`config.mk`:
```
export PLATFORM = sky130hd
export DESIGN_NAME = rtpbt_front
export DESIGN_NICKNAME = d
export VERILOG_FILES = /design/src/sv/rtpbt_pkg.sv /design/src/sv/rtpbt_front.sv
export SDC_FILE = /design/constraint.sdc
export NUM_CORES = 1
export LEC_CHECK = 0
export CAP_MARGIN = 20
export CORE_MARGIN = 2
export CORE_UTILIZATION = 44
export DETAILED_ROUTE_END_ITERATION = 8
export DONT_BUFFER_PORTS = 1
export GPL_TIMING_DRIVEN = 0
export SKIP_LAST_GASP = 1
export SYNTH_ARGS = -nofsm -noshare
export SYNTH_HDL_FRONTEND = slang
export SYNTH_SLANG_ARGS = --single-unit
```
`constraint.sdc`:
```
create_clock -name clk -period 21.6 [get_ports clk]
set_input_delay 3.24 -clock clk [delete_from_list [all_inputs] [get_ports clk]]
set_output_delay 3.24 -clock clk [all_outputs]
set_load 0.02 [all_outputs]
```
`src/sv/rtpbt_pkg.sv`:
```
// Package of the raster to 4x4 block tiler: constants, register codes, queue types.
// No dependencies; used by every module of the tiler.
package rtpbt_pkg;

	localparam int MAX_WIDTH_DEF = 4096;
	localparam int BLOCK_SIDE    = 4;
	localparam int PIX_W         = 32;
	localparam int CFG_IDX_W     = 2;
	localparam int CFG_DATA_W    = 16;
	localparam int WIDTH_REG_W   = 13;
	localparam int HEIGHT_REG_W  = 16;
	localparam int CMD_COL_W     = 14;
	localparam int CMDQ_DEPTH    = 2;
	localparam int OQ_DEPTH      = 4;

	localparam logic [CFG_IDX_W-1:0] REG_IMAGE_WIDTH  = 2'd0;
	localparam logic [CFG_IDX_W-1:0] REG_IMAGE_HEIGHT = 2'd1;

	typedef enum logic {
		CMD_WRITE,
		CMD_BLOCK
	} cmd_kind_t;

	typedef enum logic {
		BK_IDLE,
		BK_EMIT
	} back_state_t;

	// row: line store row (write) or band row of the last row (block)
	// col: store column (write) or first column of the block (block)
	typedef struct packed {
		cmd_kind_t                     kind;
		logic [1:0]                    row;
		logic [CMD_COL_W-1:0]          col;
		logic [1:0]                    lastc;
		logic                          img_end;
		logic [BLOCK_SIDE-1:0][PIX_W-1:0] pix;
	} cmd_t;

	typedef struct packed {
		logic [PIX_W-1:0] pixel;
		logic             last_blk;
		logic             last_img;
	} out_t;

endpackage

```
`src/sv/rtpbt_front.sv`:
```
// Front of the tiler: size registers, raster counters, group collection.
// Turns pixels into line store writes and block commands. Uses rtpbt_pkg.
module rtpbt_front #(
	parameter int MAX_WIDTH = rtpbt_pkg::MAX_WIDTH_DEF
) (
	input  logic                                 clk,
	input  logic                                 arst_n,
	input  logic                                 push,
	output logic                                 full,
	input  logic [rtpbt_pkg::PIX_W-1:0]          pixel_rgba,
	input  logic                                 cfg_valid,
	output logic                                 cfg_ready,
	input  logic [rtpbt_pkg::CFG_IDX_W-1:0]      cfg_index,
	input  logic [rtpbt_pkg::CFG_DATA_W-1:0]     cfg_data,
	input  logic                                 q_full,
	output logic                                 q_push,
	output rtpbt_pkg::cmd_t                      q_cmd
);
	localparam int CW = $clog2(MAX_WIDTH);
	localparam int EW = $clog2(MAX_WIDTH + 1);
	localparam int WW = (EW > rtpbt_pkg::WIDTH_REG_W) ? EW : rtpbt_pkg::WIDTH_REG_W;
	localparam int HW = rtpbt_pkg::HEIGHT_REG_W;

	logic [rtpbt_pkg::WIDTH_REG_W-1:0]  width_q;
	logic [HW-1:0]                      height_q;
	logic [CW-1:0]                      col_q;
	logic [HW-1:0]                      row_q;
	logic [rtpbt_pkg::BLOCK_SIDE-1:0][rtpbt_pkg::PIX_W-1:0] grp_q;

	logic [WW-1:0] w_ext, eff_w;
	logic [HW-1:0] eff_h;
	logic          accept, cfg_wr, col_last, final_row, last_row, grp_done;
	logic [1:0]    band_row, sub;
	logic [rtpbt_pkg::BLOCK_SIDE-1:0][rtpbt_pkg::PIX_W-1:0] grp_merged;

	assign full      = q_full;
	assign cfg_ready = 1'b1;
	assign accept    = push && !q_full;
	assign cfg_wr    = cfg_valid && (cfg_index == rtpbt_pkg::REG_IMAGE_WIDTH ||
		cfg_index == rtpbt_pkg::REG_IMAGE_HEIGHT);

	always_comb begin
		w_ext = WW'(width_q);
		if (width_q == '0) begin
			eff_w = WW'(1);
		end else if (w_ext > WW'(MAX_WIDTH)) begin
			eff_w = WW'(MAX_WIDTH);
		end else begin
			eff_w = w_ext;
		end
		eff_h     = (height_q == '0) ? HW'(1) : height_q;
		col_last  = (WW'(col_q) + WW'(1)) == eff_w;
		final_row = ({1'b0, row_q} + (HW+1)'(1)) == {1'b0, eff_h};
		band_row  = row_q[1:0];
		last_row  = (band_row == 2'd3) || final_row;
		sub       = col_q[1:0];
		grp_done  = (sub == 2'd3) || col_last;
		grp_merged      = grp_q;
		grp_merged[sub] = pixel_rgba;
	end

	always_comb begin
		q_cmd         = '0;
		q_cmd.row     = band_row;
		q_cmd.img_end = final_row && col_last;
		q_cmd.lastc   = sub;
		if (!last_row) begin
			q_cmd.kind   = rtpbt_pkg::CMD_WRITE;
			q_cmd.col    = rtpbt_pkg::CMD_COL_W'(col_q);
			q_cmd.pix[0] = pixel_rgba;
		end else begin
			q_cmd.kind = rtpbt_pkg::CMD_BLOCK;
			q_cmd.col  = rtpbt_pkg::CMD_COL_W'(col_q & ~CW'(3));
			q_cmd.pix  = grp_merged;
		end
		q_push = accept && (!last_row || grp_done);
	end

	always_ff @(posedge clk or negedge arst_n) begin
		if (!arst_n) begin
			width_q  <= rtpbt_pkg::WIDTH_REG_W'(1);
			height_q <= HW'(1);
			col_q    <= '0;
			row_q    <= '0;
		end else if (cfg_wr) begin
			if (cfg_index == rtpbt_pkg::REG_IMAGE_WIDTH) begin
				width_q <= cfg_data[rtpbt_pkg::WIDTH_REG_W-1:0];
			end else begin
				height_q <= cfg_data[HW-1:0];
			end
			col_q <= '0;
			row_q <= '0;
		end else if (accept) begin
			if (col_last) begin
				col_q <= '0;
				row_q <= final_row ? '0 : row_q + HW'(1);
			end else begin
				col_q <= col_q + CW'(1);
			end
		end
	end

	always_ff @(posedge clk) begin
		if (accept && last_row) begin
			grp_q[sub] <= pixel_rgba;
		end
	end

endmodule

```
==> out/qor.yml, run 1 <==
status: "completed"
port-buffer-count: 0
rsz0062_at_grt: "false"
h-tree-depth: 4
firstDrtPassIters: 5
cts_setup_buffers: 0
final_nets: 912
mostFrequentLayoutCell: "mux2_2"
drt_iter0_drc: 418
synthDistinctLibCells: 66
setup-violations-final: 0
reg2reg_slack_ns: 16.72
fin_setup_tns_ns: 0
synthCells: 828
critPathArrivalTime_ns: 4.14
slew_viol_final: 0
ios: 206
first_global_vias: 6474
syn_area_mm2: 0.01042
fin_skew_ns: 0.01742
synth_top_area_share: 0.3690
ys_seq_area_frac: 0.5061
diodes: 0
slew_headroom: 0.4716
syn_avg_cell_area_um2: 12.58
ant_nets: 0
clk_pin_slew_ns: 0.07
power_leakage_nw: 4.209
layout_worst_path_cycle_share: 0.3416
hold_path_class: "flop to flop"
hpwl_um: 18630
cts_made_buffers: 17
ys_ff_latch: 185
die_y_um: 157.9
wl_um: 25950
timing.rr.end: "grp_q[41]"
cts_tree: "built"
cp_max_fo: 10
crit_end: "q_cmd[94]"
cts_buffer_depth: 2
hold_ws_ns: 0.5196
fmax_mhz: 135.5
finalNonFillerCells: 1184
wl_per_cell_um: 21.92
die_area_mm2: 0.02492
numClockSinks: 185
cts_resized: 0
num_vias: 6659
drcViolationCount: 0
criticalPathCategory: "flop to output port"
worstSetupEndpointType: "output port"
worstPathRequired_ns: 18.36
final_layout_size_suffix_gt1_frac: 0.3202
synth_flop_cell: "edfxtp_1"
peakVddDrop_mv: 0.04549
synth_edf_count: 128
synthArstFlopShare: 0.3081
postCtsHoldBufs: 0
worstRegToRegCells: 16
synth_top_cell_by_area: "edfxtp_1"
worstReg2RegStart: "row_q[0]"
cts_root_buf: "clkbuf_16"
rows: 56
insertion_delay_ns: 0.43
startpoint: "row_q[0]"
overflow: 0
grt_max_degree: 58
finalPower_mw: 0.9274
placed_cells: 1152
viasPerCell: 5.624
die_width_um: 157.9
worst_slew_pin_slew_ns: 0.7908
grt_usage: 0.2073
final_cell_mix: "159 x mux2_2, 128 x edfxtp_1, 106 x nor2b_1"
fin_crit_ns: 7.379
finalHoldViolCount: 0
area_growth_syn_to_layout_pct: 10.02
synth_warnings: 0
cap_violations: 0
grt_antenna_before_repair: 0
final_util: 0.4912
grt_pass1_wl_um: 39250
power_density_mw_per_mm2: 80.92
place.gp.congestion: 0.8569
critPathLaunchType: "flop"
coreArea_mm2: 0.02333
start_util: 0.4465
synthTopCellsByArea: "edfxtp_1 37%, mux2_2 17%, dfrtp_1 13%"
metrics by stage:
step / setup slack (ns) / area, um2
global route: 13.92 / 11460
floorplan: 12.28 / 10420
global placement: 9.355 / 10820
CTS: 14.17 / 11460
finish: 14.22 / 11460
detailed placement: 14.28 / 10920
synthesized netlist by cell type, types with 4 or more instances:
cell type / count
a211oi_1: 4
a21oi_1: 12
a2bb2oi_1: 4
a31oi_1: 10
and2_1: 6
and3_1: 9
and4_1: 7
buf_1: 13
buf_2: 22
buf_4: 8
buf_6: 7
clkbuf_1: 19
dfrtp_1: 55
edfxtp_1: 128
ha_1: 5
inv_1: 12
mux2_2: 159
mux2_4: 32
mux2i_1: 5
nand2_1: 23
nand2b_1: 9
nand3_1: 16
nand4_1: 11
nor2_1: 18
nor2b_1: 106
nor3_1: 8
nor4_1: 5
o211a_1: 8
o21ai_0: 20
o41ai_1: 5
or4_1: 5
xnor2_1: 23
xor2_1: 8
how the worst min path moves through the flow:
| stage | startpoint | endpoint | slack [ns] | cells past startpoint |
|---|---|---|---|---|
| final | w_ext[6] | w_ext[6] | 0.52 | 1 |
| after global routing | w_ext[6] | w_ext[6] | 0.55 | 1 |
| after CTS | w_ext[10] | w_ext[10] | 0.52 | 1 |
| after global placement | w_ext[10] | w_ext[10] | 0.50 | 1 |
| after floorplan | w_ext[10] | w_ext[10] | 0.49 | 1 |
| after detailed placement | w_ext[10] | w_ext[10] | 0.51 | 1 |
routing by layer:
metal,up-vias,GRT usage,part of all wire
met3,15,0.04599,0.067
met2,199,0.3267,0.47
met4,0,0.04719,0.0081
met5,-,0,0
met1,3363,0.2923,0.46
li1,3082,-,-
cell type report:
cell class / count / area (um2)
buffer: 70 / 374.1
clock buffer: 18 / 429.2
clock inverter: 14 / 116.4
fill: 2102 / 11870
inverter: 12 / 45.04
multi-input combinational: 562 / 4737
sequential: 185 / 5273
tap: 319 / 399.1
timing repair buffer: 4 / 87.58
registers in the layout, indices dropped and copies added (netlist names):
signal / cells
col_q: 12
grp_q: 128
height_q: 16
row_q: 16
w_ext: 13
logic make-up after synthesis:
logic type               after synthesis  share of synthesized area
flip-flops                           185                     0.5061
multiplexers                         196                     0.2228
adder cells (fa/ha/maj)                5                   0.006005
buffers and inverters                 82                    0.04024
AND/OR/NAND/NOR                      239                     0.1372
XOR/XNOR                              32                    0.02822
AO/OA/AOI/OAI                         87                    0.05873
other                                  2                  0.0007209
worst max-delay path: stages, from the launching register on:
cell,delay [ns]
dfrtp_1,0.50
ha_1,0.19
buf_2,0.19
and4_1,0.19
buf_2,0.21
nand4_1,0.13
or2_2,0.31
a211oi_1,0.21
and4_1,0.27
o211ai_2,0.23
nor2b_1,0.21
buf_2,0.19
buf_6,0.17
buf_2,0.22
nor2b_1,0.48
power breakdown:
| group | internal [mW] | total, mW | leakage, nW | switching, mW |
|---|---|---|---|---|
| Clock | 0.151 | 0.300 | 0.264 | 0.149 |
| Combinational | 0.102 | 0.203 | 2.07 | 0.100 |
| Sequential | 0.403 | 0.425 | 1.88 | 0.0219 |
| Total | 0.657 | 0.927 | 4.21 | 0.271 |
Note: power is estimated with default switching activity, not from simulation.
==> run 2, diff against run 1 <==
==> constraint.sdc (replaced) <==
create_clock -name clk -period 6.1 [get_ports clk]
set_input_delay 0.915 -clock clk [delete_from_list [all_inputs] [get_ports clk]]
set_output_delay 0.915 -clock clk [all_outputs]
set_load 0.02 [all_outputs]
==> out/qor.yml, run 2 (same netlist as run 1, synthesis figures left out) <==
fin_skew_ns: 0.02296
layout_worst_path_cycle_share: 0.8469
start_util: 0.4465
insertion_delay_ns: 0.43
wl_per_cell_um: 22.33
overflow: 0
grt_usage: 0.2078
cts_setup_buffers: 0
worstRegToRegCells: 16
finalHoldViolCount: 0
combPwrFrac: 0.212
dr_wl_met3_um: 1718
mostFrequentLayoutCell: "mux2_2"
slew_headroom: 0.4514
swShare: 0.2931
diodes: 0
place.gp.congestion: 0.8827
port-buffer-count: 0
power_leakage_nw: 4.258
final_layout_size_suffix_gt1_frac: 0.3245
reg_top3: "grp_q x128, height_q x16, row_q x16"
worstSetupEndpointType: "output port"
cts_tree: "built"
cap_violations: 0
cts_resized: 0
largest_reg_flops: 128
fin_crit_ns: 5.166
first_global_vias: 6431
cp_max_fo: 10
critPathLaunchType: "flop"
coreArea_mm2: 0.02333
setup-violations-final: 0
critPathArrivalTime_ns: 4.25
h-tree-depth: 4
die_y_um: 157.9
numClockSinks: 185
num_vias: 6637
postCtsHoldBufs: 0
drcViolationCount: 0
fmax_mhz: 193.6
status: "completed"
final_nets: 913
cts_buffer_depth: 2
seqPwrFrac: 0.445
hold_path_class: "input pin to asynchronous set/reset pin"
cp_slowest_cell: "dfrtp_1"
die_width_um: 157.9
cts_root_buf: "clkbuf_16"
multiInputGateArea_mm2: 0.004737
criticalPathCategory: "flop to output port"
ant_nets: 0
place_area_mm2: 0.01095
die_area_mm2: 0.02492
firstDrtPassIters: 5
wl_met1_um: 12210
cts_made_buffers: 17
wl_met2_um: 12250
cp_cell_sequence: "ha_1, buf_2, and4_1, buf_2, nand3_1, a32o_1, nor4_1, and4_1, o211ai_2, nor2b_1, buf_2, buf_6, buf_2, nor2b_1"
power.switching_mw: 0.9888
stdcell_area_mm2: 0.01157
finalPower_mw: 3.373
rows: 56
slowest_delay_ns: 0.49
final_util: 0.4959
crit_top_cell: "buf_2"
area_growth_syn_to_layout_pct: 11.06
drt_iter0_drc: 508
worst_slew_pin_slew_ns: 0.8229
grt_antenna_before_repair: 0
slew_viol_final: 0
grt_max_degree: 58
final_cell_mix: "159 x mux2_2, 128 x edfxtp_1, 106 x nor2b_1"
p_int_mw: 2.385
wl_um: 26460
layout.area.seq_mm2: 0.005273
viasPerCell: 5.601
worstPathRequired_ns: 5.18
rsz0062_at_grt: "false"
clk_pin_slew_ns: 0.08
hpwl_um: 18830
routed.top_layer: "met4"
power_density_mw_per_mm2: 291.6
ios: 206
p_clk_frac: 0.343
peakVddDrop_mv: 0.1727
top_register: "grp_q"
grt_pass1_wl_um: 38920
fillerInstances: 2103
run 2: critical path, delay by kind of cell (launching register included):
family	cells	cell delay, ns
and+or+nand+nor	6	1.64
adders and majority gates	1	0.19
AOI/OAI and AO/OA	2	0.52
buffers and inverters	5	0.98
DFF	1	0.49
run 2: power by group through the flow:
stage	sequential (mW)	clock, mW	combinational [mW]
after floorplan	1.50	0	0.578
after detailed placement	1.53	0	0.725
after CTS	1.50	1.19	0.726
after global placement	1.53	0	0.708
after global routing	1.51	1.24	0.783
final	1.50	1.16	0.715
run 2: final timing paths:
path | from | end | slack, ns
setup reg to reg | row_q[0] | grp_q[56] | 1.35
hold reg to reg | w_ext[5] | w_ext[5] | 0.53
max in group asynchronous | arst_n | height_q[0] | 5.72
min in group clk | w_ext[5] | w_ext[5] | 0.53
hold / removal | arst_n | row_q[13] | 0.18
setup / recovery | row_q[0] | q_cmd[96] | 0.93
run 2: final cells by class:
type / instances / share of cell area
well taps: 319 / 0.03450
clock inverters: 15 / 0.01676
repair buffers: 5 / 0.01060
plain buffers: 70 / 0.03233
multi-input cells: 562 / 0.4094
clock buffers: 17 / 0.03677
flip-flops and latches: 185 / 0.4557
inverters: 12 / 0.003893
run 2: layer usage:
layer / vias up / track usage
li1: 3079 / -
met1: 3336 / 0.2882
met2: 208 / 0.3259
met3: 14 / 0.05667
met4: 0 / 0.04632
met5: - / 0
run 2: through the flow:
step | hold WS, ns | setup TNS, ns | setup WS (ns) | std cells
2_1_floorplan | 0.4865 | 0 | 1.240 | 829
3_3_place_gp | 0.5062 | -61.34 | -0.4844 | 1148
3_5_place_dp | 0.5155 | 0 | 1.340 | 1153
4_1_cts | 0.1538 | 0 | 0.9116 | 1185
5_1_grt | 0.1440 | 0 | 0.6892 | 1185
6_report | 0.1792 | 0 | 0.9338 | 1185
