$ cat config.mk
export PLATFORM = sky130hd
export DESIGN_NAME = rtpbt_cmdq
export DESIGN_NICKNAME = d
export VERILOG_FILES = /design/src/sv/rtpbt_pkg.sv /design/src/sv/rtpbt_cmdq.sv
export SDC_FILE = /design/constraint.sdc
export NUM_CORES = 1
export LEC_CHECK = 0
export BUFFER_PORTS_ARGS = -buffer_cell sky130_fd_sc_hd__buf_4
export CAP_MARGIN = 20
export CORE_MARGIN = 3
export CORE_UTILIZATION = 52
export DETAILED_ROUTE_END_ITERATION = 12
export GPL_TIMING_DRIVEN = 0
export PLACE_DENSITY = 0.8
export REMOVE_ABC_BUFFERS = 1
export SETUP_SLACK_MARGIN = 0.05
export SYNTH_ARGS = -nofsm -noshare
export SYNTH_HDL_FRONTEND = slang
export SYNTH_SLANG_ARGS = --single-unit
$ cat constraint.sdc
create_clock -name clk -period 9.4 [get_ports clk]
set_clock_uncertainty 0.1 [all_clocks]
set_input_delay 1.41 -clock clk [delete_from_list [all_inputs] [get_ports clk]]
set_output_delay 1.41 -clock clk [all_outputs]
set_load 0.05 [all_outputs]
$ cat src/sv/rtpbt_pkg.sv
// Package of the raster to 4x4 block tiler: constants, register codes, queue types.
// No dependencies; used by every module of the tiler.
package rtpbt_pkg;

	localparam int MAX_WIDTH_DEF = 4096;
	localparam int BLOCK_SIDE    = 4;
	localparam int PIX_W         = 32;
	localparam int CFG_IDX_W     = 2;
	localparam int CFG_DATA_W    = 16;
	localparam int WIDTH_REG_W   = 13;
	localparam int HEIGHT_REG_W  = 16;
	localparam int CMD_COL_W     = 14;
	localparam int CMDQ_DEPTH    = 2;
	localparam int OQ_DEPTH      = 4;

	localparam logic [CFG_IDX_W-1:0] REG_IMAGE_WIDTH  = 2'd0;
	localparam logic [CFG_IDX_W-1:0] REG_IMAGE_HEIGHT = 2'd1;

	typedef enum logic {
		CMD_WRITE,
		CMD_BLOCK
	} cmd_kind_t;

	typedef enum logic {
		BK_IDLE,
		BK_EMIT
	} back_state_t;

	// row: line store row (write) or band row of the last row (block)
	// col: store column (write) or first column of the block (block)
	typedef struct packed {
		cmd_kind_t                     kind;
		logic [1:0]                    row;
		logic [CMD_COL_W-1:0]          col;
		logic [1:0]                    lastc;
		logic                          img_end;
		logic [BLOCK_SIDE-1:0][PIX_W-1:0] pix;
	} cmd_t;

	typedef struct packed {
		logic [PIX_W-1:0] pixel;
		logic             last_blk;
		logic             last_img;
	} out_t;

endpackage

$ cat src/sv/rtpbt_cmdq.sv
// Short command queue between the front and the back of the tiler.
// Register-based FIFO of rtpbt_pkg::cmd_t entries. Uses rtpbt_pkg.
module rtpbt_cmdq (
	input  logic            clk,
	input  logic            arst_n,
	input  logic            wr,
	input  rtpbt_pkg::cmd_t wr_cmd,
	output logic            q_full,
	input  logic            rd,
	output logic            q_valid,
	output rtpbt_pkg::cmd_t rd_cmd
);
	localparam int PW = $clog2(rtpbt_pkg::CMDQ_DEPTH);
	localparam int NW = $clog2(rtpbt_pkg::CMDQ_DEPTH + 1);

	rtpbt_pkg::cmd_t ent_q [rtpbt_pkg::CMDQ_DEPTH];
	logic [PW-1:0]   wptr_q, rptr_q;
	logic [NW-1:0]   cnt_q;
	logic            do_wr, do_rd;

	assign q_full  = cnt_q == NW'(rtpbt_pkg::CMDQ_DEPTH);
	assign q_valid = cnt_q != '0;
	assign rd_cmd  = ent_q[rptr_q];
	assign do_wr   = wr && !q_full;
	assign do_rd   = rd && q_valid;

	always_ff @(posedge clk or negedge arst_n) begin
		if (!arst_n) begin
			wptr_q <= '0;
			rptr_q <= '0;
			cnt_q  <= '0;
		end else begin
			if (do_wr) begin
				wptr_q <= (wptr_q == PW'(rtpbt_pkg::CMDQ_DEPTH - 1)) ? '0 : wptr_q + PW'(1);
			end
			if (do_rd) begin
				rptr_q <= (rptr_q == PW'(rtpbt_pkg::CMDQ_DEPTH - 1)) ? '0 : rptr_q + PW'(1);
			end
			cnt_q <= cnt_q + NW'(do_wr) - NW'(do_rd);
		end
	end

	always_ff @(posedge clk) begin
		if (do_wr) begin
			ent_q[wptr_q] <= wr_cmd;
		end
	end

endmodule

==> results of run 1 <==
## area by class of cell
type / instances / area share, %
timing repair buffer: 310 / 16.5
inverter: 2 / 0.0501
tap: 275 / 2.30
clock buffer: 32 / 5.21
sequential: 300 / 60.1
clock inverter: 23 / 1.47
multi-input combinational: 160 / 14.4
## final timing paths
check | from | end | slack, ns | cells past startpoint
max | rptr_q | rd_cmd[4] | 5.27 | 3
min | cnt_q[1] | cnt_q[1] | 0.41 | 1
max reg2reg | cnt_q[1] | ent_q[0][62] | 7.37 | 6
min reg2reg | cnt_q[1] | cnt_q[1] | 0.41 | 1
max in group asynchronous | arst_n | rptr_q | 8.52 | 1
min in group asynchronous | arst_n | cnt_q[0] | 0.57 | 1
## where the power goes
part / switching [mW] / internal, mW
logic: 1.57 / 0.907
registers: 0.132 / 1.83
clock network: 0.472 / 0.707
## worst max-delay path: stages (launching register included)
cell,delay [ns]
dfrtp_4,1.06
buf_16,0.38
mux2_2,0.39
buf_4,0.19
## layer usage
| metal | GRT usage [%] | wire [microns] | up-vias |
|---|---|---|---|
| met3 | 5.24 | 1800 | 31 |
| li1 | - | - | 2555 |
| met4 | 4.37 | 363 | 0 |
| met2 | 31.3 | 11300 | 232 |
| met1 | 21.5 | 8100 | 2724 |
| met5 | 0.621 | 0 | - |
## sequential cells by signal, indices dropped and copies added (netlist names)
name and count:
rptr_q 1, cnt_q 2, ent_q 296, wptr_q 1
## cells by family (layout without fill, tap and decap cells)
group / count (synthesis) / in the layout
buffers and inverters: 19 / 367
muxes: 148 / 148
adders and majority gates: 2 / 2
and+or+nand+nor: 6 / 6
DFF: 300 / 300
xor gates and xnor gates: 4 / 4
## cell usage after synthesis (all sizes together)
cell    number
xnor2        3
ha           2
nand2b       1
and3         1
nand2        1
dfrtp        4
inv          2
mux2       148
or2          1
xor2         1
edfxtp     296
and2         1
nor2         1
buf         17
## through the flow
step                TNS (ns)  setup WS, ns  instances  hold slack [ns]  power (mW)
global route               0          5.15       1102            0.438        5.83
floorplan                  0         0.994        462            0.360        3.93
detailed placement         0          5.81       1047            0.388        4.48
finish                     0          5.27       1102            0.410        5.61
global placement     -280.55         -1.91       1038            0.377        4.68
CTS                        0          5.21       1102            0.411        5.67
==> results.json, run 1 <==
{
  "numClockSinks": 300,
  "fmax_ghz": 0.242,
  "drive_gt1_share_pct": 61.7,
  "synth_top_cell_area_share_pct": 78.6,
  "crit_path_start_kind": "register",
  "worstPathRequired_ns": 7.89,
  "layout_common_cells": "buf_4, edfxtp_1, mux2_4",
  "die_h_microns": 153,
  "min_period_ns": 4.13,
  "finalHoldViolations": 0,
  "yosys_warnings": 0,
  "clk_pin_slew_worst_paths_ns": 0.06,
  "cts_tree": "built",
  "synth-compound-area-share_pct": 0,
  "hpwl_microns": 15000,
  "vias": 5542,
  "routed_via_density": 5.03,
  "ctsHoldBuffers": 0,
  "postCtsResizedCells": 0,
  "synthXorXnorAreaFrac_pct": 0.310,
  "rows": 53,
  "worstSetupPathType": "register to output pin",
  "cp_max_fo": 58,
  "diodes": 0,
  "finalMaxSlewViolations": 0,
  "initial_core_util_pct": 53.3,
  "synthSimpleGateAreaFrac_pct": 0.288,
  "die-area_sq_um": 23600,
  "h-tree-depth": 1,
  "placed_area_sq_um": 14000,
  "synth_top_family_by_area": "multiplexers",
  "drt_first_pass_iters": 4,
  "synth_mux_area_share_pct": 18.1,
  "drv_cap": 0,
  "postRouteAntennaNets": 0,
  "hp-class": "register to register",
  "post-route-period-util_pct": 43.9,
  "ys_ff_latch": 300,
  "fill_cells": 1318,
  "cts_buffer_depth": 3,
  "rsz0062_at_grt": "no",
  "place.gp.congestion": 0.778,
  "first_global_vias": 6043,
  "wl_per_cell_microns": 19.6,
  "grt_start_max_net_pins": 68,
  "syn_avg_cell_area_sq_um": 23.6,
  "grt_overflow_total": 0,
  "multi_input_area_sq_um": 2150,
  "grt_first_pass_wirelength_microns": 33100,
  "tightest_slew_ns": 0.989,
  "top_level_ports": 302,
  "numCtsBuffers": 30,
  "synth_area_leader_cell": "edfxtp_1",
  "final_core_utilization_pct": 70.6,
  "setup_violations": 0,
  "clkLatencyLatePin_ns": 0.53,
  "leakage_nw": 5.90,
  "finalInstanceArea_sq_um": 15000,
  "slew_headroom_pct": 34.1,
  "antenna_found_initial": 0,
  "peakVddDrop_mv": 0.250,
  "synth_area_leaders": "edfxtp_1, mux2_4, mux2_2, buf_6, dfrtp_1",
  "syn_to_final_growth_pct": 32.4,
  "grt_usage_pct": 17.7,
  "cellPowerDensity_nw_per_um2": 375,
  "io_buffers": 301,
  "cp.arrival_ns": 2.62,
  "syn_area_sq_um": 11300,
  "core_sq_um": 21200,
  "die_w_microns": 153,
  "cp-end-kind": "output pin",
  "ys_seq_area_share_pct": 79.5,
  "yosys.area_share.adder_pct": 0.221,
  "seqCellArea_sq_um": 8990,
  "drc": 0,
  "nets": 958,
  "status": "completed",
  "synth_cell_types": 16,
  "ctsRootBufferMaster": "clkbuf_16",
  "finalWirelength_microns": 21600,
  "drt_iter0_drc": 286,
  "synth_cells": 479,
  "final_common_cell": "buf_4",
  "post_cts_buffers": 0
}
(Power assumes the default switching activity.)
==> run 2: changes to the inputs <==
- CORE_UTILIZATION: 52 -> 47
- PLACE_DENSITY: 0.8 -> 0.76
- clock period: 9.4 -> 3.3 ns (I/O delays scaled with it)
==> results.json, run 2 (synthesis results as in run 1) <==
{
  "status": "completed",
  "worst_hold_slack_ns": 0.0493,
  "finalMaxSlewViolations": 0,
  "top_level_ports": 302,
  "grt_overflow_total": 0,
  "drv_cap": 0,
  "die_h_microns": 161,
  "hpwl_microns": 15200,
  "drive_gt1_share_pct": 60.4,
  "final_common_cell": "buf_4",
  "drt_iter0_drc": 256,
  "post-route-period-util_pct": 89.5,
  "min_period_ns": 2.96,
  "clkPwrFrac_pct": 18.9,
  "first_global_vias": 6165,
  "cts_buffer_depth": 3,
  "nets": 959,
  "clk_pin_slew_worst_paths_ns": 0.06,
  "drc": 0,
  "crit_path_start_kind": "register",
  "placed_cells": 1091,
  "antenna_found_initial": 0,
  "die_w_microns": 161,
  "drt_first_pass_iters": 4,
  "numCtsBuffers": 29,
  "diodes": 0,
  "cellPowerDensity_nw_per_um2": 1050,
  "tightest_slew_ns": 0.559,
  "grt_first_pass_wirelength_microns": 34200,
  "vias": 5573,
  "postCtsResizedCells": 0,
  "place.gp.congestion": 0.736,
  "top_register": "ent_q",
  "multi_input_area_sq_um": 2150,
  "ctsRootBufferMaster": "clkbuf_16",
  "peakVddDrop_mv": 0.767,
  "wl_per_cell_microns": 19.3,
  "rr_startpoint": "cnt_q[0]",
  "h-tree-depth": 1,
  "rows": 56,
  "postRouteAntennaNets": 0,
  "grt_usage_pct": 16.6,
  "fill_cells": 1638,
  "setup_violations": 0,
  "hold_start": "wr_cmd[113]",
  "slew_headroom_pct": 62.7,
  "numClockSinks": 300,
  "cp_max_fo": 57,
  "cp.arrival_ns": 2.36,
  "p_int_mw": 9.47,
  "initial_core_util_pct": 48.0,
  "instances_no_fill": 1145,
  "cts_tree": "built",
  "setup_slack_ns": 0.345,
  "seqPwrFrac_pct": 35.2,
  "hp-class": "input pin to register",
  "fmax_ghz": 0.338,
  "power.net_switching_mw": 6.17,
  "die-area_sq_um": 26000,
  "reg2reg_slack_ns": 1.00,
  "clkLatencyLatePin_ns": 0.53,
  "finalWirelength_microns": 22100,
  "routed_via_density": 4.87,
  "io_buffers": 301,
  "core_sq_um": 23500,
  "worstPathRequired_ns": 2.70,
  "switching_share_pct": 39.4,
  "rsz0062_at_grt": "no",
  "leakage_nw": 5.83,
  "worstSetupPathType": "register to output pin",
  "p_total_mw": 15.6,
  "finalHoldViolations": 0,
  "largestRegisters": "ent_q (296), cnt_q (2)",
  "comb_power_share_pct": 45.9,
  "largest_reg_flops": 296,
  "critPathLaunch": "rptr_q",
  "seqCellArea_sq_um": 8990,
  "layout_common_cells": "buf_4, edfxtp_1, mux2_4",
  "cp-end-kind": "output pin",
  "place_ws_ns": 0.592,
  "grt_start_max_net_pins": 72,
  "syn_to_final_growth_pct": 31.8
}
[run 2: final timing paths]
path,depth (start not counted),endpoint
setup / recovery,3,rd_cmd[138]
hold / removal,1,ent_q[1][113]
setup reg to reg,6,ent_q[0][17]
hold reg to reg,1,cnt_q[1]
max in group asynchronous,2,rptr_q
min in group asynchronous,2,rptr_q
[run 2: per-layer routing]
layer | global-route usage [%] | wire length (microns) | vias to the layer above
met5 | 0 | 0 | -
met4 | 4.54 | 644 | 0
met3 | 5.54 | 1830 | 45
met2 | 29.4 | 11300 | 223
met1 | 19.4 | 8270 | 2748
li1 | - | - | 2557
[run 2: worst max-delay path: stages (launching register included)]
cell and delay [ns]:
dfrtp_4 0.79, buf_16 0.36, mux2_2 0.39, buf_4 0.20
[run 2: stage by stage]
stage          cell area (sq um)  util (%)  setup TNS [ns]
2_1_floorplan              11100         -        -1204.38
3_3_place_gp               13800      58.6        -2091.95
3_5_place_dp               14000      59.6               0
4_1_cts                    14900      63.3               0
5_1_grt                    14900      63.3               0
6_report                   14900      63.3               0
[run 2: timing repair]
action | CTS | global route
endpoints found under the hold margin | 4 | 0
endpoints found under the setup margin | 20 | 0
hold buffers | 1 | 0
buffers inserted | 1 | 0
[run 2: cell type report]
type,count,area share [%]
inverter,2,0.0504
clock buffer,35,5.02
tap,319,2.68
clock inverter,17,0.680
timing repair buffer,312,16.8
sequential,300,60.4
multi-input combinational,160,14.4
[run 2: power groups by stage]
stage / sequential (mW) / combinational (mW) / clock (mW)
6_report: 5.50 / 7.18 / 2.95
3_5_place_dp: 5.67 / 7.12 / 0
2_1_floorplan: 5.82 / 4.40 / 0
3_3_place_gp: 5.72 / 4.90 / 0
4_1_cts: 5.52 / 7.25 / 3.04
5_1_grt: 5.59 / 7.46 / 3.20
==> run 3: changes to the inputs <==
- CORE_UTILIZATION: 47 -> 37
- PLACE_DENSITY: 0.76 -> 0.63
==> results.json, run 3 (synthesis results as in run 1) <==
{
  "status": "completed",
  "drv_cap": 0,
  "cp-end-kind": "output pin",
  "top_level_ports": 302,
  "nets": 1064,
  "finalHoldViolations": 0,
  "setup_violations": 0,
  "seqCellArea_sq_um": 8990,
  "crit_path_start_kind": "register",
  "placed_area_sq_um": 14200,
  "drc": 0,
  "syn_to_final_growth_pct": 43.3,
  "cts_tree": "built",
  "drive_gt1_share_pct": 54.4,
  "numClockSinks": 300,
  "cts_buffer_depth": 3,
  "cellPowerDensity_nw_per_um2": 1000,
  "postRouteAntennaNets": 0,
  "place.gp.congestion": 0.741,
  "worst_hold_slack_ns": 0.0403,
  "worstPathRequired_ns": 2.70,
  "core_sq_um": 29900,
  "reg2reg_depth": 3,
  "largest_reg_flops": 296,
  "placed_cells": 1164,
  "grt_usage_pct": 14.0,
  "post-route-period-util_pct": 92.7,
  "first_global_vias": 6414,
  "setup_tns_ns": 0,
  "peakVddDrop_mv": 0.634,
  "routed_via_density": 4.47,
  "grt_first_pass_wirelength_microns": 36400,
  "fmax_ghz": 0.327,
  "clkLatencyLatePin_ns": 0.55,
  "numCtsBuffers": 31,
  "place_ws_ns": 0.584,
  "setup_slack_ns": 0.239,
  "ctsRootBufferMaster": "clkbuf_16",
  "antenna_found_initial": 3,
  "hp-class": "input pin to register",
  "multi_input_area_sq_um": 2150,
  "h-tree-depth": 1,
  "die_w_microns": 181,
  "p_total_mw": 16.3,
  "reg2reg_slack_ns": 1.15,
  "clk_pin_slew_worst_paths_ns": 0.06,
  "hpwl_microns": 15200,
  "finalInstanceArea_sq_um": 16200,
  "largestRegisters": "ent_q (296), cnt_q (2)",
  "worstSetupPathType": "register to output pin",
  "cp.arrival_ns": 2.47,
  "initial_core_util_pct": 37.8,
  "min_path_cells": 1,
  "layout_common_cells": "buf_4, edfxtp_1, dlygate4sd3_1",
  "min_period_ns": 3.06,
  "rows": 63,
  "drt_iter0_drc": 261,
  "grt_overflow_total": 0,
  "vias": 5914,
  "finalWirelength_microns": 23500,
  "die_h_microns": 181,
  "cp_max_fo": 43,
  "instances_no_fill": 1323,
  "tightest_slew_ns": 0.868,
  "fill_cells": 2372,
  "die-area_sq_um": 32700,
  "drt_first_pass_iters": 4,
  "finalMaxSlewViolations": 0,
  "rsz0062_at_grt": "no",
  "final_common_cell": "buf_4",
  "final_core_utilization_pct": 54.2,
  "top_register": "ent_q",
  "grt_start_max_net_pins": 57,
  "io_buffers": 301,
  "leakage_nw": 6.34,
  "slew_headroom_pct": 42.2,
  "wl_per_cell_microns": 17.8
}
## run 3: what timing repair did
action	in CTS	in global routing
endpoints found under the setup margin	43	0
gates resized for setup	0	0
hold buffers	102	0
buffers inserted	1	0
hold endpoints to repair	202	0
## run 3: cell type report
class / instances / area share (%)
Antenna cell: 2 / 0.0309
Inverter: 2 / 0.0463
Timing Repair Buffer: 415 / 22.1
Sequential cell: 300 / 55.5
Clock buffer: 40 / 5.00
Multi-Input combinational cell: 160 / 13.3
Clock inverter: 14 / 1.07
Tap cell: 390 / 3.01
## run 3: path summary, 6_finish.rpt
kind                       startpoint           end
setup / recovery               rptr_q     rd_cmd[7]
hold / removal             wr_cmd[15]  ent_q[1][15]
setup reg to reg             cnt_q[1]  ent_q[1][98]
hold reg to reg              cnt_q[1]      cnt_q[1]
max in group asynchronous      arst_n        rptr_q
min in group asynchronous      arst_n        wptr_q
## run 3: routing by layer
layer	wire, microns	global-route usage (%)	up-vias	part of all wire (%)
met5	9	0	-	0.038
met4	473	3.41	2	2.0
met3	1860	4.35	40	7.9
met2	11800	23.7	214	50
met1	9380	17.6	2887	40
li1	-	-	2771	-
## run 3: critical path, cell delays in order, from the launching register on
cell	delay (ns)
dfrtp_4	0.69
buf_16	0.31
buf_16	0.30
mux2_2	0.39
buf_4	0.19
## run 3: where the power goes
group / internal (mW) / switching, mW / leakage, nW
logic: 2.73 / 4.69 / 3.07
clock network: 2.03 / 1.36 / 0.480
registers: 5.20 / 0.253 / 2.79
total: 9.96 / 6.30 / 6.34
